`src/design/tchp_pkg.sv`:
```
// ----------------------------------------------------------------------------
// tchp_pkg
// shared types, record codes and size tables for the tensor container parser
// ----------------------------------------------------------------------------
package tchp_pkg;

    // record kinds
    localparam logic [2:0] REC_HEADER = 3'd0;
    localparam logic [2:0] REC_META   = 3'd1;
    localparam logic [2:0] REC_TENSOR = 3'd2;
    localparam logic [2:0] REC_START  = 3'd3;
    localparam logic [2:0] REC_ERROR  = 3'd4;

    // error codes
    localparam logic [1:0] ERR_NONE      = 2'd0;
    localparam logic [1:0] ERR_BAD_MAGIC = 2'd1;
    localparam logic [1:0] ERR_EARLY_END = 2'd2;

    localparam logic [31:0] FILE_MAGIC = 32'h4655_4747;
    localparam logic [31:0] VT_STRING  = 32'd8;
    localparam logic [31:0] VT_ARRAY   = 32'd9;
    localparam logic [31:0] VER_TWO    = 32'd2;
    localparam logic [31:0] VER_THREE  = 32'd3;

    localparam int QDEPTH = 2;

    typedef struct packed {
        logic [2:0]  kind;
        logic [1:0]  err;
        logic [31:0] version;
        logic        vknown;
        logic [63:0] first;
        logic [63:0] second;
        logic [31:0] kcode;
        logic [31:0] akind;
        logic [63:0] scalar;
        logic [63:0] offset;
    } t_rec;

    // bytes taken by a scalar metadata value, zero for other types
    function automatic logic [3:0] scalar_size(logic [31:0] t);
        logic [3:0] s;
        case (t)
            32'd0, 32'd1, 32'd7:    s = 4'd1;
            32'd2, 32'd3:           s = 4'd2;
            32'd4, 32'd5, 32'd6:    s = 4'd4;
            32'd10, 32'd11, 32'd12: s = 4'd8;
            default:                s = 4'd0;
        endcase
        return s;
    endfunction

    // tensor size in bytes, block types round up to started blocks of 256
    function automatic logic [63:0] tensor_bytes(logic [31:0] t, logic [63:0] n);
        logic [63:0] blocks;
        logic [63:0] sz;
        blocks = (n >> 8) + {63'd0, (n[7:0] != 8'd0)};
        case (t)
            32'd0, 32'd26:  sz = n << 2;
            32'd1, 32'd25:  sz = n << 1;
            32'd24:         sz = n;
            32'd27, 32'd28: sz = n << 3;
            32'd10:         sz = blocks << 6;
            32'd12:         sz = (blocks << 6) + (blocks << 5);
            32'd14:         sz = blocks << 7;
            32'd2, 32'd3, 32'd6, 32'd7, 32'd8, 32'd9, 32'd11, 32'd13, 32'd15:
                            sz = n;
            default:        sz = 64'd0;
        endcase
        return sz;
    endfunction

endpackage

```
`src/design/tchp_back.sv`:
```
// ----------------------------------------------------------------------------
// tchp_back
// output stage: sizes tensor records and holds the result for the consumer
// ----------------------------------------------------------------------------
module tchp_back (
    input  logic           i_clk,
    input  logic           i_rst_n,
    input  logic           i_q_valid,
    input  tchp_pkg::t_rec i_q_rec,
    output logic           o_pop,
    input  logic           i_stall,
    output logic           o_valid,
    output tchp_pkg::t_rec o_rec,
    output logic [63:0]    o_byte_size
);
    import tchp_pkg::*;

    logic        r_valid;
    t_rec        r_rec;
    logic [63:0] r_size;
    logic [63:0] n_size;

    assign o_pop  = i_q_valid && (!r_valid || !i_stall);
    assign n_size = (i_q_rec.kind == REC_TENSOR) ?
                    tensor_bytes(i_q_rec.kcode, i_q_rec.second) : 64'd0;

    always_ff @(posedge i_clk) begin
        if (!i_rst_n) begin
            r_valid <= 1'b0;
        end else if (o_pop) begin
            r_valid <= 1'b1;
        end else if (!i_stall) begin
            r_valid <= 1'b0;
        end
    end

    always_ff @(posedge i_clk) begin
        if (o_pop) begin
            r_rec  <= i_q_rec;
            r_size <= n_size;
        end
    end

    assign o_valid     = r_valid;
    assign o_rec       = r_rec;
    assign o_byte_size = r_size;

endmodule

```
`config.mk`:
```
export PLATFORM = sky130hd
export DESIGN_NAME = tchp_back
export DESIGN_NICKNAME = d
export VERILOG_FILES = /design/src/design/tchp_pkg.sv /design/src/design/tchp_back.sv
export SDC_FILE = /design/constraint.sdc
export NUM_CORES = 1
export LEC_CHECK = 0
export ABC_AREA = 1
export BUFFER_PORTS_ARGS = -buffer_cell sky130_fd_sc_hd__buf_4
export CORE_AREA = 2 2 306 308
export CTS_BUF_LIST = sky130_fd_sc_hd__clkbuf_4 sky130_fd_sc_hd__clkbuf_8
export DETAILED_ROUTE_END_ITERATION = 16
export DIE_AREA = 0 0 308 310
export GPL_ROUTABILITY_DRIVEN = 0
export PLACE_DENSITY = 0.53
export SKIP_CTS_REPAIR_TIMING = 1
export SYNTH_ARGS = -nofsm -noshare
export SYNTH_HDL_FRONTEND = slang
export SYNTH_SLANG_ARGS = --single-unit
```
`constraint.sdc`:
```
create_clock -name i_clk -period 30.9 [get_ports i_clk]
set_input_delay 6.18 -clock i_clk [delete_from_list [all_inputs] [get_ports i_clk]]
set_output_delay 6.18 -clock i_clk [all_outputs]
set_load 0.005 [all_outputs]
```
Word level (Yosys, flattened, before mapping)
Index checks and enable logic that the tools add are counted.

storage, ports and cells
  register bits after elaboration = 423
  bits of input ports = 362

cells by class
  $add $sub $neg = 2
  reductions and logical operators = 10
  equality and inequality tests = 20
  multiplexer cells = 3

operator list
  cell                                             number
  case mux 64 bit (7 select lines)                 1
  == test 32 x 4 -> 1 bit (second input constant)  8
  == test 32 x 5 -> 1 bit (second input constant)  5
  adder 63 x 62 -> 64 bit                          1
  == test 32 x 2 -> 1 bit (second input constant)  2
  == test 32 x 3 -> 1 bit (second input constant)  2
  adder 56 x 1 -> 57 bit                           1
  == test 32 x 1 -> 1 bit (second input constant)  1
  zero test 32 bit                                 1
  OR reduction 10 bit                              1
  nonzero test 8 bit                               1
  OR reduction 2 bit                               3
  == test 3 x 2 -> 1 bit (second input constant)   1
  zero test 1 bit                                  2
  two-way mux 1 bit                                2
  inequality test 2 bit (second input constant)    1
  logical AND 1 bit                                1
  logical OR 1 bit                                 1

Depth between registers and ports, before layout
  depth in word-level cells = 4
  depth in mapped cells = 28
  depth with buffers taken out = 28

Worst setup path before layout
Ideal clock, no wire load.

  path kind = input -> output
  start point = input port i_q_valid
  end point = output port o_pop
  buffers on the path = 0
  slack = -1.768 ns
  arrival = 26.488 ns
  stages = 2
  required time = 24.720 ns
  cells stage by stage = inv_1 a21oi_1

between the ends
  cells in the longest elaborated chain, start to end = 1

RTL lines
  what               line             text
  start, declared    tchp_back.sv:8   input logic i_q_valid,
  logical AND 1 bit  tchp_back.sv:23  assign o_pop = i_q_valid && (!r_valid || !i_stall);
  end, declared      tchp_back.sv:10  output logic o_pop,

No other way between the ends.

Final worst setup path
  start point = input port i_stall
  end point = output port o_pop

between the ends
  cells in the longest elaborated chain, start to end = 3

RTL lines
  what               line             text
  start, declared    tchp_back.sv:11  input logic i_stall,
  zero test 1 bit    -
  logical OR 1 bit   tchp_back.sv:23
  logical AND 1 bit  tchp_back.sv:23

No other way between the ends.

==> results.toml <==
[status]
run_status = "finished clean"

[timing]
worst_pin_slew_ns = 1.19
finalSetupViolCount = 0
slew_violations = 0
setup_ws_ns = 17.13
finalClockSkew_ns = 0.0226
fmax_ghz = 0.0726
rsz0062_at_grt = "no"
finalSetupTns_ns = 0
fin_crit_sh_pct = 44.6
max-slew-margin-rel_pct = 20.3
min_period_ns = 13.77
fin_hold_ws_ns = 0.571
hold_viol = 0

[synth]
yosys.area.top_type_share_pct = 61.1
yosys_warnings = 0
synth.distinct_cells = 53
synth_edf_count = 422
synth_common_cells = "422 x edfxtp_1, 298 x nand2_1, 206 x inv_1"
avgSynthCellArea_um2 = 10.6
synthArstFlopShare_pct = 0
syn-num-nets = 2374
synthCells = 1952
syn-cell-area_mm2 = 0.0207
synth.yosys.seq_area_share_pct = 61.2
synth-main-ff-cell = "edfxtp_1"
synth_area_leader_cell = "edfxtp_1"
synth.area.top_cells = "edfxtp_1 61%, nand2_1 5.4%, a21oi_1 4.7%, inv_1 3.7%, ha_1 3.6%"
ys_seq_elements = 423
synth_most_common_cell = "edfxtp_1"

[detailed_routing]
drcViolationCount = 0
wl_per_cell_um = 31.0
vias = 20100
firstDrtPassIters = 6
drt-initial-drc-count = 2693
via_per_inst = 4.95
antenna_left = 0
wl_um = 126000

[cells_and_area]
final_cells = 4061
syn_to_final_growth_pct = 43.4
multi_input_area_mm2 = 0.00708
regArea_mm2 = 0.0127
nets = 3214
drive_gt1_share_pct = 34.7
n_fill_cell = 9640

[critical_path]
reg2reg_to = "o_rec[85]$_DFFE_PP_"
cp_cell_sequence = "buf_4 -> a21oi_4 -> buf_4 -> buf_4"
cp-end-kind = "primary output"
timing.rr.start = "o_valid$_SDFFE_PN0P_"
crit_path_frequent_cell = "buf_4"
crit_path_top_delay_cell = "buf_4"
critical_path.max_fanout = 28
critPathKind = "primary input to primary output"
slowest_delay_ns = 0.55
path_buf_inv = 3
cp_top_family = "buffers and inverters"
crit_arrival_ns = 7.59
worstSetupStartpointType = "primary input"
r2r_cells = 5
critical_path_required_ns = 24.72
r2r_slack_ns = 26.73

[clocking]
htree_levels = 3
clock-root-buffer = "clkbuf_8"
cts_tree = "yes"
clock_sinks = 423
cts_buffer_depth = 3
clk_latency_ns = 0.69
numCtsBuffers = 81
clk_pin_slew_ns = 0.05

[global_routing]
grt_first_pass_wirelength_um = 162000
grt_pass1_vias = 18700
track_usage_pct = 25.1
grt_max_degree = 142
grt_overflow = 0
antenna_found_initial = 62

[floorplan]
io_pins = 786
die_h_um = 310
coreArea_mm2 = 0.0925
die_x_um = 308
die_area_mm2 = 0.0955
num_rows = 112
start_util_pct = 22.4

[pwr]
p_int_w = 0.00108
switchingPower_w = 0.000417
p_per_area_mw_per_mm2 = 50.2
power_frac_comb_pct = 15.6
swShare_pct = 27.9
pwr-share-seq_pct = 45.9
p_clk_share_pct = 38.5
power.leakage_nw = 12.4
irDropWorstVdd_mv = 0.0276

[run]
drv_cap = 0

[placed_design]
post-place-ws_ns = 17.13
portBuffers = 785
place_inst = 3906
dp_hpwl_um = 104000

[worst_hold_path]
hp-class = "flip-flop to flip-flop"
worstHoldPathCells = 2
hold_start = "o_valid$_SDFFE_PN0P_"
holdPathEnd = "o_valid$_SDFFE_PN0P_"
power groups by stage:
stage / Sequential [W] / Combinational [W] / Clock (W)
2_1_floorplan: 0.000709 / 0.0000798 / 0
3_3_place_gp: 0.000696 / 0.000231 / 0
3_5_place_dp: 0.000695 / 0.000232 / 0
4_1_cts: 0.000685 / 0.000233 / 0.000588
5_1_grt: 0.000688 / 0.000250 / 0.000610
6_report: 0.000685 / 0.000234 / 0.000574
worst register-to-register path, stage by stage (launching register included):
cell	delay [ns]
dfxtp_1	0.37
a21oi_4	0.53
buf_4	0.56
buf_12	0.68
buf_4	0.84
buf_4	0.75
worst max-delay path by stage:
stage,startpoint,endpoint,depth (start not counted)
3_3_place_gp,i_stall,o_pop,4
6_report,i_stall,o_pop,4
2_1_floorplan,i_q_valid,o_pop,2
3_5_place_dp,i_stall,o_pop,4
5_1_grt,i_stall,o_pop,4
4_1_cts,i_stall,o_pop,4
cell type report:
type                    instances  area share [%]
diodes                         16           0.135
clock inverters                29           0.745
inverters                     215            2.71
repair buffers                801            20.3
multi-input cells            1270            23.8
flip-flops and latches        423            42.7
well taps                    1197            5.04
clock buffers                 110            4.59
through the flow:
| stage | cell area, um2 | power [W] | util (%) |
|---|---|---|---|
| after floorplan | 20700 | 0.000789 | - |
| after global placement | 28100 | 0.000927 | 30.4 |
| after detailed placement | 28100 | 0.000927 | 30.4 |
| after CTS | 29700 | 0.00151 | 32.1 |
| after global routing | 29700 | 0.00155 | 32.1 |
| final | 29700 | 0.00149 | 32.1 |
sequential cells by signal (all words and copies together), names as in the netlist:
name,count
o_valid,1
o_rec,358
o_byte_size,64
logic make-up (layout without fill, tap and decap cells):
kind of cell,count (synthesis),in the layout,synth area share (%)
adders and majority gates,60,60,3.66
buffers and inverters,259,1155,4.71
other,0,16,0
DFF,423,423,61.2
and+or+nand+nor,690,690,14.9
AOI/OAI and AO/OA,471,471,13.4
xor gates and xnor gates,49,49,2.07
per-layer routing:
| layer | track usage (%) | vias to the layer above | share of wire (%) |
|---|---|---|---|
| met5 | 0 | - | 0.30 |
| met4 | 4.70 | 64 | 1.8 |
| met3 | 15.7 | 213 | 16 |
| met2 | 37.5 | 1176 | 43 |
| met1 | 30.7 | 9843 | 39 |
| li1 | - | 8790 | - |
layout by cell type (no fill, tap or decap), types with 9 or more instances in the layout:
master and count:
a211oi_1 10, a21oi_1 194, a221oi_1 23, a31oi_1 19, buf_4 800, clkbuf_4 24, clkbuf_8 86, clkinv_1 19
diode_2 16, edfxtp_1 422, ha_1 59, inv_1 205, nand2_1 296, nand2_2 20, nand3_1 77, nand3b_1 13
nand4_1 22, nor2_1 179, nor3_1 32, nor4_1 9, o21ai_0 94, o221ai_1 21, o22ai_1 63, or2_2 11
xor2_1 48
Power figures use the tool's default switching activity.
