===== src/design/tchp_pkg.sv =====
// ----------------------------------------------------------------------------
// tchp_pkg
// shared types, record codes and size tables for the tensor container parser
// ----------------------------------------------------------------------------
package tchp_pkg;

    // record kinds
    localparam logic [2:0] REC_HEADER = 3'd0;
    localparam logic [2:0] REC_META   = 3'd1;
    localparam logic [2:0] REC_TENSOR = 3'd2;
    localparam logic [2:0] REC_START  = 3'd3;
    localparam logic [2:0] REC_ERROR  = 3'd4;

    // error codes
    localparam logic [1:0] ERR_NONE      = 2'd0;
    localparam logic [1:0] ERR_BAD_MAGIC = 2'd1;
    localparam logic [1:0] ERR_EARLY_END = 2'd2;

    localparam logic [31:0] FILE_MAGIC = 32'h4655_4747;
    localparam logic [31:0] VT_STRING  = 32'd8;
    localparam logic [31:0] VT_ARRAY   = 32'd9;
    localparam logic [31:0] VER_TWO    = 32'd2;
    localparam logic [31:0] VER_THREE  = 32'd3;

    localparam int QDEPTH = 2;

    typedef struct packed {
        logic [2:0]  kind;
        logic [1:0]  err;
        logic [31:0] version;
        logic        vknown;
        logic [63:0] first;
        logic [63:0] second;
        logic [31:0] kcode;
        logic [31:0] akind;
        logic [63:0] scalar;
        logic [63:0] offset;
    } t_rec;

    // bytes taken by a scalar metadata value, zero for other types
    function automatic logic [3:0] scalar_size(logic [31:0] t);
        logic [3:0] s;
        case (t)
            32'd0, 32'd1, 32'd7:    s = 4'd1;
            32'd2, 32'd3:           s = 4'd2;
            32'd4, 32'd5, 32'd6:    s = 4'd4;
            32'd10, 32'd11, 32'd12: s = 4'd8;
            default:                s = 4'd0;
        endcase
        return s;
    endfunction

    // tensor size in bytes, block types round up to started blocks of 256
    function automatic logic [63:0] tensor_bytes(logic [31:0] t, logic [63:0] n);
        logic [63:0] blocks;
        logic [63:0] sz;
        blocks = (n >> 8) + {63'd0, (n[7:0] != 8'd0)};
        case (t)
            32'd0, 32'd26:  sz = n << 2;
            32'd1, 32'd25:  sz = n << 1;
            32'd24:         sz = n;
            32'd27, 32'd28: sz = n << 3;
            32'd10:         sz = blocks << 6;
            32'd12:         sz = (blocks << 6) + (blocks << 5);
            32'd14:         sz = blocks << 7;
            32'd2, 32'd3, 32'd6, 32'd7, 32'd8, 32'd9, 32'd11, 32'd13, 32'd15:
                            sz = n;
            default:        sz = 64'd0;
        endcase
        return sz;
    endfunction

endpackage


===== src/design/tchp_queue.sv =====
// ----------------------------------------------------------------------------
// tchp_queue
// short record queue between parser and output stage
// ----------------------------------------------------------------------------
module tchp_queue (
    input  logic           i_clk,
    input  logic           i_rst_n,
    input  logic           i_push,
    input  tchp_pkg::t_rec i_rec,
    input  logic           i_pop,
    output logic           o_full,
    output logic           o_valid,
    output tchp_pkg::t_rec o_rec
);
    import tchp_pkg::*;

    localparam int AW = $clog2(QDEPTH);

    t_rec          r_mem [QDEPTH];
    logic [AW-1:0] r_wr, r_rd;
    logic [AW:0]   r_count;

    always_ff @(posedge i_clk) begin
        if (!i_rst_n) begin
            r_wr    <= '0;
            r_rd    <= '0;
            r_count <= '0;
        end else begin
            if (i_push) begin
                r_wr <= r_wr + 1'b1;
            end
            if (i_pop) begin
                r_rd <= r_rd + 1'b1;
            end
            r_count <= r_count + (AW+1)'(i_push) - (AW+1)'(i_pop);
        end
    end

    always_ff @(posedge i_clk) begin
        if (i_push) begin
            r_mem[r_wr] <= i_rec;
        end
    end

    assign o_full  = (r_count == (AW+1)'(QDEPTH));
    assign o_valid = (r_count != '0);
    assign o_rec   = r_mem[r_rd];

endmodule


===== config.mk =====
export PLATFORM = sky130hd
export DESIGN_NAME = tchp_queue
export DESIGN_NICKNAME = d
export VERILOG_FILES = /design/src/design/tchp_pkg.sv /design/src/design/tchp_queue.sv
export SDC_FILE = /design/constraint.sdc
export NUM_CORES = 1
export LEC_CHECK = 0
export ABC_AREA = 0
export ABC_CLOCK_PERIOD_IN_PS = 29300
export BUFFER_PORTS_ARGS = -buffer_cell sky130_fd_sc_hd__buf_2
export CORE_AREA = 2 2 281 283
export DETAILED_ROUTE_END_ITERATION = 7
export DIE_AREA = 0 0 283 285
export SETUP_SLACK_MARGIN = 0.3
export SLEW_MARGIN = 30
export SYNTH_ARGS = -nofsm -noshare
export SYNTH_HDL_FRONTEND = slang
export SYNTH_SLANG_ARGS = --single-unit

===== constraint.sdc =====
create_clock -name i_clk -period 29.3 [get_ports i_clk]
set_input_delay 1.465 -clock i_clk [delete_from_list [all_inputs] [get_ports i_clk]]
set_output_delay 1.465 -clock i_clk [all_outputs]
set_load 0.05 [all_outputs]

-- Word-level counts from Yosys, hierarchy flattened
Memories as Yosys holds them, arrays and structs flattened. A register that Yosys moved wholly into a read port is not among the register bits.
Cells that the tools add are included.
- memories: 1
- input bits: 362
- bits in writable memories: 716
- logic and storage cells: 14
- register bits after elaboration: 4
- memory list (memory ; depth ; bits a word ; rd ports ; clocked after memory_dff ; wr ports ; line ; text):
    r_mem ; 2 ; 358 ; 1 ; 1 ; 1 ; tchp_queue.sv:19 ; t_rec r_mem [QDEPTH];
- equality and inequality tests: 1
- reductions and logical operators: 1
- multiplexer cells: 4
- add/subtract/negate cells: 4
- operator list (cell ; number):
    $mux W1 ; 4
    $add A1 B1 Y1 const B ; 2
    $add A2 B1 Y2 ; 1
    $eq A2 B2 Y1 const B ; 1
    $reduce_bool A2 Y1 ; 1
    $sub A2 B1 Y2 ; 1

-- Longest topological paths before layout
Gate-level depths: netlist of run 1.
- word-level depth: 3
- gate-level depth with buffers: 6
- gate-level depth less buffers: 6

-- Worst setup path after synthesis of run 1
OpenSTA, ideal clock, no wires.
- path kind: input -> register
- start: in i_push
- end: reg r_wr
- library setup time: 132 ps
- stages: 2
- arrival: 17979 ps
- setup slack: 11189 ps
- cells stage by stage: nor2b_1 o21a_1
- RTL lines (item ; line ; text):
    start, declared ; tchp_queue.sv:8 ; input logic i_push,
    end signal, assigned ; tchp_queue.sv:30 ; r_wr <= r_wr + 1'b1;
    end, declared ; tchp_queue.sv:20 ; logic [AW-1:0] r_wr, r_rd;

==> results of run 1 <==
routing by layer:
metal	vias to the layer above	track usage, %
met5	-	0
met4	16	6.117
met3	116	6.264
met2	535	25.29
met1	6632	16.12
li1	6116	-
logic make-up after synthesis:
group	count (synthesis)	synth area share, %
adders and majority gates	2	0.09138
muxes	358	18.85
and+or+nand+nor	9	0.2056
DFF	721	78.89
AOI/OAI and AO/OA	1	0.02743
buffers and inverters	42	1.819
xor gates and xnor gates	2	0.1142
path summary, 6_finish.rpt:
kind	start	end	slack [ns]	depth (start not counted)
setup / recovery	flip-flop	o_rec[295]	23.84	5
hold / removal	r_rd	flip-flop	0.58	2
setup reg to reg	r_wr	r_mem[0][86]	25.91	5
hold reg to reg	r_rd	flip-flop	0.58	2
metrics by stage:
step                cell area [um^2]  hold slack (ns)  worst slack, ns
CTS                            34430           0.5785            23.82
detailed placement             31990           0.5679            24.52
floorplan                      27380           0.5546            11.19
global route                   34560           0.6257            23.62
global placement               31950           0.5670            24.60
finish                         34570           0.5812            23.84
final cells by class:
type,count,area share [%]
sequential,721,62.49
multi-input combinational,372,15.31
timing repair buffer,736,11.22
clock buffer,99,5.993
tap,1050,3.800
clock inverter,42,1.089
antenna,11,0.07962
inverter,2,0.02171
worst max-delay path, cell delays in order, from the launching register on:
cell and delay, ns:
dfxtp_4 0.92, buf_12 0.42, buf_16 0.40, buf_4 0.85, mux2_4 0.36, buf_2 0.21
sequential cells by signal (all words and copies together) (netlist names), named ones only:
name / cells
r_mem: 716
r_count: 2
r_rd: 1
r_wr: 1
power groups by stage:
stage,clock [mW],combinational [mW],sequential (mW)
after floorplan,0,0.333,1.25
after global placement,0,0.425,1.23
after detailed placement,0,0.428,1.23
after CTS,0.964,0.429,1.21
after global routing,1.00,0.444,1.21
final,0.930,0.425,1.21
cells in the final DEF, fill, tap and decap left out, types with 3 or more instances in the layout:
master      count
buf_2         721
edfxtp_1      716
mux2_4        301
clkbuf_16      79
mux2_2         57
clkinv_1       19
clkbuf_1       18
diode_2        11
clkinv_2        9
buf_16          5
clkinvlp_4      4
bufinv_16       4
buf_4           4
buf_12          4
dfxtp_1         4
and2_1          3
nor2b_1         3
==> results by group, run 1 <==
Clock tree
  – Num CTS Buffers: 78
  – H-tree depth reported by CTS: 3
  – Number of buffers inserted by hold repair at cts: 0
  – Clock latency of the later-clocked register in the worst-skew pair: 0.62 ns
  – Setup bufs post-CTS: 0
  – CTS tree: done
  – Clk slew on worst S/H paths: 0.06 ns
  – Post-CTS sizing: 0
  – Clock root buffer: clkbuf_16
  – # clock sinks: 721
  – Maximum clock insertion buffer count: 3

Flow run
  – Max capacitance violation total: 0

Route
  – Via total after detailed routing: 13.42k
  – Wire length per cell: 20.46 um
  – First-pass DRT Iterations: 5
  – Routed length on met2: 31660 um
  – Number of vias per cell after detailed routing: 4.423
  – Post-Route M1 WL: 22570 um
  – Uppermost signal routing layer after detailed routing: met5
  – Length of routed met3 wiring: 5931 um
  – Antenna viol nets, final: 0
  – DRT Wirelength: 62050 um
  – Number of DRC violations after detailed-routing iteration 0: 731
  – Number of remaining DRC errors: 0

Power and ir drop
  – Power share of the clock group: 36.2%
  – Internal power: 1.869 mW
  – Pwr per Cell Area: 74.22 nW/um^2
  – Power dissipated by switching net loads: 0.6973 mW
  – Leakage power of the design: 13.44 nW
  – Post-layout total power: 2.566 mW
  – Relative contribution of sequential cells to total power: 47.2%
  – Share of total power consumed by net switching: 27.18%
  – Combinational power share: 16.6%
  – IR Drop Worst-Case VDD: 0.06385 mV

Final layout
  – Non-filler cells, final: 3033
  – Share of layout cells above drive strength 1: 60.95%
  – Area used by multi-input combinational logic: 5291 um^2
  – Number of fillers in the final layout: 6820
  – Layout net count: 2275
  – Register area: 21600 um^2
  – Core occupancy in the finished layout: 44.34%
  – Post-synthesis to final-layout area growth: 26.27%

STA
  – Max_slew headroom: 35.62%
  – Worst Max-Slew Pin Slew: 0.9657 ns
  – Largest clock skew in the final design: 0.02861 ns
  – Final setup violating endpoints: 0
  – Achievable Freq: 183.3 MHz
  – Number of endpoints with negative hold slack in the final report: 0
  – Post-route setup TNS: 0 ns
  – Unrepaired setup endpoints after global routing: no
  – Period utilization: 18.62%
  – Shortest clock period the worst path allows after layout: 5.455 ns
  – Count of pins over their slew limit: 0

Global route
  – Leftover overflow at the end of global routing: 0
  – Largest net degree at the start of global routing: 165
  – Global-route wire length before repair: 89720 um
  – Number of global-route vias before repair: 14.21k
  – Initial antenna violation count: 22
  – Global-route usage over all layers: 14.77%

Synth
  – Portion of synthesized cell area occupied by the leading cell type: 78.53%
  – Avg Cell Area, Syn: 24.12 um^2
  – Yosys warning count: 0
  – Post-synthesis instance area: 27380 um^2
  – Commonest cells post-synth: 716 x edfxtp_1, 301 x mux2_4, 57 x mux2_2, 24 x buf_6, 11 x buf_8
  – Unique cell type count in the Yosys netlist: 16
  – Syn nets: 1499
  – Top-count cell post-synth: edfxtp_1
  – Gate count of the mapped netlist: 1135
  – Top post-synthesis cells by area: edfxtp_1 79%, mux2_4 17%, mux2_2 2.3%, buf_6 0.99%, buf_8 0.60%
  – Proportion of synthesized flip-flops having asynchronous set or reset: 0%
  – Number of enable-type register cells in the synthesized netlist: 716
  – Library cell with the largest summed area after synthesis: edfxtp_1
  – Flip-flop and latch count after synthesis: 721
  – Proportion of synthesized chip area in sequential cells: 78.89%
  – Top_reg_cell synth: edfxtp_1

Die
  – Overall die height: 285 um
  – Initial Util: 35.12%
  – IO Count: 722
  – Overall die area: 80660 um^2
  – Core Footprint: 77970 um^2
  – Die width: 283 um
  – Number of core rows: 103

Worst setup path
  – Arrival time at the worst endpoint: 3.99 ns
  – WS Path Type: reg -> out
  – Startpoint class of the critical path: flip-flop
  – CP Max Fanout: 78
  – Setup crit end kind: output port
  – Worst EP required: 27.83 ns

Worst hold path
  – Type of the most critical hold path: reg -> reg

Place
  – Count of buffers from port buffering: 721
  – Cell count after placement: 2877
  – Detail Placement HPWL: 42150 um
  – Final RePlAce weighted congestion: 0.8093

Run status
  – Outcome: complete, no violations
(Power assumes the default switching activity.)
==> inputs of run 2 (changes only) <==
--- a/config.mk
+++ b/config.mk
@@ -6,7 +6,7 @@
 export NUM_CORES = 1
 export LEC_CHECK = 0
 export ABC_AREA = 0
-export ABC_CLOCK_PERIOD_IN_PS = 29300
+export ABC_CLOCK_PERIOD_IN_PS = 4700
 export BUFFER_PORTS_ARGS = -buffer_cell sky130_fd_sc_hd__buf_2
 export CORE_AREA = 2 2 281 283
 export DETAILED_ROUTE_END_ITERATION = 7
==> constraint.sdc (replaced) <==
create_clock -name i_clk -period 4.7 [get_ports i_clk]
set_input_delay 0.235 -clock i_clk [delete_from_list [all_inputs] [get_ports i_clk]]
set_output_delay 0.235 -clock i_clk [all_outputs]
set_load 0.05 [all_outputs]
==> results by group, run 2 (same netlist as run 1, synthesis figures left out) <==
Run status
  – Outcome: complete, no violations

Clock tree
  – Clock latency of the later-clocked register in the worst-skew pair: 0.61 ns
  – Setup bufs post-CTS: 0
  – Num CTS Buffers: 78
  – Post-CTS sizing: 0
  – Clk slew on worst S/H paths: 0.06 ns
  – Maximum clock insertion buffer count: 3
  – # clock sinks: 721
  – Clock root buffer: clkbuf_16
  – H-tree depth reported by CTS: 3
  – CTS tree: done

Worst setup path
  – WS Path Type: reg -> out
  – Buffers & Inverters on Critical Path: 3
  – Setup crit end kind: output port
  – Worst path cell trace: buf_16 -> buf_4 -> mux2_2 -> buf_2
  – Startpoint class of the critical path: flip-flop
  – Maximum single-stage delay on the critical path: 0.63 ns
  – Arrival time at the worst endpoint: 2.59 ns
  – Kind of cell adding the most delay to the critical path: buffers and inverters
  – Critical-path cell with the highest stage delay: dfxtp_4
  – CP Max Fanout: 32
  – Logic depth of the worst register-to-register path: 2
  – Terminus of the critical flop-to-flop path: r_mem[1][71]
  – Internal reg-to-reg setup slack: 2.68 ns
  – Worst EP required: 4.47 ns
  – Startpoint of the lowest-slack register-to-register path: r_wr

STA
  – Number of endpoints with negative hold slack in the final report: 0
  – Final setup violating endpoints: 0
  – Worst Max-Slew Pin Slew: 0.7941 ns
  – Achievable Freq: 354.1 MHz
  – Unrepaired setup endpoints after global routing: no
  – Largest clock skew in the final design: 0.02949 ns
  – Period utilization: 60.08%
  – Count of pins over their slew limit: 0
  – Max_slew headroom: 47.06%
  – Shortest clock period the worst path allows after layout: 2.824 ns

Final layout
  – Top Registers: r_mem: 716 flops, r_count: 2 flops
  – Top library cells by usage in the layout, fill and taps aside: 721 x buf_2, 716 x edfxtp_1, 362 x dlygate4sd3_1, 301 x mux2_4, 79 x clkbuf_16
  – Flip-flop count of the largest register, all copies and words added: 716
  – Layout net count: 2653
  – Share of layout cells above drive strength 1: 52.15%
  – Final design instance area without fill: 38250 um^2
  – Most flops, register: r_mem
  – Core occupancy in the finished layout: 49.06%
  – Most common cell after layout, fill and taps aside: buf_2
  – Post-synthesis to final-layout area growth: 39.71%

Route
  – Number of vias per cell after detailed routing: 4.401
  – Post-Route M1 WL: 24040 um
  – Number of remaining DRC errors: 0
  – Via total after detailed routing: 14.98k
  – First-pass DRT Iterations: 5
  – Routed length on met2: 34780 um
  – Wire length per cell: 19.51 um
  – Uppermost signal routing layer after detailed routing: met5
  – DRT Wirelength: 66410 um
  – Number of DRC violations after detailed-routing iteration 0: 688
  – Antenna viol nets, final: 0
  – Length of routed met3 wiring: 5137 um

Global route
  – Global-route wire length before repair: 97590 um
  – Number of global-route vias before repair: 16.54k
  – Initial antenna violation count: 4
  – Global-route usage over all layers: 15.80%
  – Leftover overflow at the end of global routing: 0
  – Largest net degree at the start of global routing: 99

Power and ir drop
  – Pwr per Cell Area: 424.2 nW/um^2
  – IR Drop Worst-Case VDD: 0.3139 mV
  – Leakage power of the design: 15.03 nW

Flow run
  – Max capacitance violation total: 0

Die
  – Initial Util: 35.12%
  – Die width: 283 um
  – IO Count: 722
  – Overall die height: 285 um
  – Core Footprint: 77970 um^2
  – Number of core rows: 103
  – Overall die area: 80660 um^2

Worst hold path
  – Min-Delay Endpoint: r_mem[1][137]
  – Number of instances on the worst hold path: 2
  – Worst hold start: i_rec[137]
  – Type of the most critical hold path: in -> reg

Place
  – Area after DPL: 32180 um^2
  – Detail Placement HPWL: 44820 um
  – Count of buffers from port buffering: 721
  – Final RePlAce weighted congestion: 0.8360
==> run 2: changes by cell type in the layout (fill, tap and decap cells not counted), moves of 4 or more <==
cell           change
dlygate4sd3_1    +362
buf_4             +18
clkinv_2           +8
diode_2            -8
clkinv_1           -6
buf_12             +4
buf_16             -4
==> run 2: power breakdown <==
group | leakage (nW) | switching [mW] | internal, mW | total, mW
Clock | 1.18 | 2.49 | 3.25 | 5.74
Sequential | 6.76 | 0.0957 | 7.45 | 7.54
Combinational | 7.09 | 1.90 | 1.05 | 2.95
Total | 15.0 | 4.49 | 11.7 | 16.2
==> run 2: routing by layer <==
metal  GRT usage (%)  vias to the layer above
li1                -                     6850
met4           6.476                        2
met3           5.376                      134
met2           28.68                      559
met1           16.74                     7435
met5               0                        -
==> run 2: worst max-delay path by stage <==
stage,to,cells past startpoint
CTS,o_rec[334],4
floorplan,r_mem[0][0],1
global placement,o_rec[235],3
detailed placement,o_rec[334],4
global route,o_rec[352],4
finish,o_rec[352],4
==> run 2: repair_timing <==
item | in CTS | in global routing
hold buffers | 362 | 0
endpoints found under the setup margin | 0 | 0
endpoints found under the hold margin | 721 | 0
==> run 2: area by class of cell <==
type                    instances  area (um^2)
repair buffers               1114         7585
clock inverters                45        396.6
fillers                      6429        39720
diodes                          3        7.507
flip-flops and latches        721        21610
multi-input cells             372         5291
inverters                       2        7.507
well taps                    1050         1314
clock buffers                  97         2044
==> run 2: stage by stage <==
step	worst slack [ns]	power, mW	hold slack (ns)	std cells	setup TNS [ns]
after floorplan	-1.338	9.767	0.3339	1135	-650.72
after global placement	2.300	10.34	0.4214	2896	0
after detailed placement	2.470	10.38	0.4259	2897	0
after CTS	1.780	16.43	0.2788	3401	0
after global routing	1.731	16.80	0.3048	3404	0
final	1.876	16.23	0.3332	3404	0
==> inputs of run 3 (changes only) <==
--- a/config.mk
+++ b/config.mk
@@ -6,7 +6,7 @@
 export NUM_CORES = 1
 export LEC_CHECK = 0
 export ABC_AREA = 0
-export ABC_CLOCK_PERIOD_IN_PS = 4700
+export ABC_CLOCK_PERIOD_IN_PS = 2700
 export BUFFER_PORTS_ARGS = -buffer_cell sky130_fd_sc_hd__buf_2
 export CORE_AREA = 2 2 281 283
 export DETAILED_ROUTE_END_ITERATION = 7
==> constraint.sdc (replaced) <==
create_clock -name i_clk -period 2.7 [get_ports i_clk]
set_input_delay 0.135 -clock i_clk [delete_from_list [all_inputs] [get_ports i_clk]]
set_output_delay 0.135 -clock i_clk [all_outputs]
set_load 0.05 [all_outputs]
==> results by group, run 3 (same netlist as run 1, synthesis figures left out) <==
Final layout
  – Most flops, register: r_mem
  – Top Registers: r_mem: 716 flops, r_count: 2 flops
  – Number of fillers in the final layout: 6426
  – Top library cells by usage in the layout, fill and taps aside: 721 x buf_2, 716 x edfxtp_1, 362 x dlygate4sd3_1, 301 x mux2_4, 80 x clkbuf_16
  – Most common cell after layout, fill and taps aside: buf_2
  – Post-synthesis to final-layout area growth: 40.04%
  – Flip-flop count of the largest register, all copies and words added: 716
  – Layout net count: 2656
  – Non-filler cells, final: 3405
  – Share of layout cells above drive strength 1: 52.04%

Die
  – Overall die height: 285 um
  – Number of core rows: 103
  – IO Count: 722
  – Core Footprint: 77970 um^2
  – Initial Util: 35.12%
  – Overall die area: 80660 um^2
  – Die width: 283 um

STA
  – Max_slew headroom: 41.86%
  – Achievable Freq: 436.8 MHz
  – Worst Max-Slew Pin Slew: 0.8722 ns
  – Shortest clock period the worst path allows after layout: 2.289 ns
  – Post-route setup slack: 0.4107 ns
  – Period utilization: 84.79%
  – Largest clock skew in the final design: 0.02288 ns
  – Unrepaired setup endpoints after global routing: yes
  – Count of pins over their slew limit: 0
  – Final setup violating endpoints: 0
  – Number of endpoints with negative hold slack in the final report: 0

Global route
  – Largest net degree at the start of global routing: 127
  – Leftover overflow at the end of global routing: 0
  – Number of global-route vias before repair: 16.51k
  – Global-route wire length before repair: 98720 um
  – Initial antenna violation count: 6
  – Global-route usage over all layers: 16.06%

Power and ir drop
  – Pwr per Cell Area: 733.3 nW/um^2
  – IR Drop Worst-Case VDD: 0.6017 mV
  – Internal power: 20.35 mW
  – Share of total power consumed by net switching: 27.63%
  – Leakage power of the design: 15.07 nW
  – Relative contribution of sequential cells to total power: 46.7%
  – Power dissipated by switching net loads: 7.770 mW
  – Combinational power share: 18.5%
  – Power share of the clock group: 34.9%

Place
  – Cell count after placement: 2898
  – Dpl ws: 0.8254 ns
  – Detail Placement HPWL: 45210 um
  – Count of buffers from port buffering: 721
  – Final RePlAce weighted congestion: 0.8482

Clock tree
  – Num CTS Buffers: 76
  – # clock sinks: 721
  – Clk slew on worst S/H paths: 0.06 ns
  – CTS tree: done
  – H-tree depth reported by CTS: 3
  – Clock latency of the later-clocked register in the worst-skew pair: 0.60 ns
  – Clock root buffer: clkbuf_16
  – Maximum clock insertion buffer count: 3

Worst setup path
  – Startpoint of the lowest-slack register-to-register path: r_wr
  – Arrival time at the worst endpoint: 2.15 ns
  – Worst EP required: 2.57 ns
  – Internal reg-to-reg setup slack: 0.97 ns
  – Logic depth of the worst register-to-register path: 4
  – CP Max Fanout: 19
  – Setup crit end kind: output port
  – Terminus of the critical flop-to-flop path: r_wr
  – Worst setup path end: o_rec[348]
  – Startpoint class of the critical path: flip-flop
  – WS Path Type: reg -> out

Route
  – Post-Route M1 WL: 24250 um
  – Wire length per cell: 19.69 um
  – Routed length on met2: 34520 um
  – Number of DRC violations after detailed-routing iteration 0: 731
  – Number of remaining DRC errors: 0
  – First-pass DRT Iterations: 4
  – DRT Wirelength: 67060 um
  – Length of routed met3 wiring: 5013 um
  – Uppermost signal routing layer after detailed routing: met5
  – Via total after detailed routing: 14.98k
  – Number of vias per cell after detailed routing: 4.400
  – Antenna viol nets, final: 0

Worst hold path
  – Type of the most critical hold path: in -> reg
  – Number of instances on the worst hold path: 2

Flow run
  – Max capacitance violation total: 0

Run status
  – Outcome: complete, no violations
[run 3: changes by cell type in the layout (fill, tap and decap cells not counted), sizes merged]
| cell | previous run | this run |
|---|---|---|
| clkbuf | 97 | 102 |
| clkinv | 37 | 33 |
| buf | 752 | 755 |
| diode | 3 | 1 |
| bufinv | 2 | 1 |
| clkinvlp | 3 | 2 |
| inv | 5 | 6 |
[run 3: power groups by stage]
stage	registers (mW)	logic, mW	clock network [mW]
finish	13.1	5.19	9.81
detailed placement	13.4	4.71	0
CTS	13.1	5.21	10.1
global placement	13.3	4.68	0
global route	13.2	5.41	10.5
floorplan	13.4	3.62	0
[run 3: per-layer routing]
metal | up-vias | global-route usage [%]
li1 | 6880 | -
met1 | 7366 | 17.30
met2 | 565 | 28.31
met3 | 161 | 5.240
met4 | 10 | 8.019
met5 | - | 0
[run 3: worst min-delay path by stage]
stage                     startpoint  slack, ns            end
after floorplan             i_rec[0]       0.23    r_mem[0][0]
after global placement     i_rec[94]       0.32   r_mem[1][94]
after detailed placement  i_rec[119]       0.33  r_mem[0][119]
after CTS                 i_rec[190]       0.18  r_mem[1][190]
after global routing      i_rec[207]       0.21  r_mem[1][207]
final                     i_rec[174]       0.24  r_mem[0][174]
[run 3: area by class of cell]
class | count | area, um^2 | area share, %
Multi-Input combinational cell | 372 | 5291 | 13.80
Clock buffer | 100 | 2054 | 5.358
Timing Repair Buffer | 1119 | 7766 | 20.25
Sequential cell | 721 | 21610 | 56.35
Tap cell | 1050 | 1314 | 3.426
Inverter | 2 | 7.507 | 0.01958
Clock inverter | 40 | 302.8 | 0.7897
Antenna cell | 1 | 2.502 | 0.006526
[run 3: stage by stage]
step	hold WS, ns	util (%)	setup TNS (ns)	cell area, um^2	power, mW
final	0.2365	49.18	0	38340	28.12
after global routing	0.2079	49.18	0	38340	29.10
after CTS	0.1842	49.10	0	38280	28.41
after detailed placement	0.3258	41.34	0	32230	18.07
after global placement	0.3230	41.34	0	32230	18.01
after floorplan	0.2339	-	-2084.72	27390	17.00
[run 3: critical path, stage by stage (launching register included)]
cell     delay, ns
dfxtp_4       0.43
buf_12        0.23
buf_6         0.26
mux2_2        0.36
buf_2         0.21
[run 3: what timing repair did]
action	4_1_cts	5_1_grt
hold buffers	362	0
setup endpoints to repair	218	64
resized for setup	7	3
setup buffers	1	0
gates cloned	1	2
hold endpoints to repair	721	0
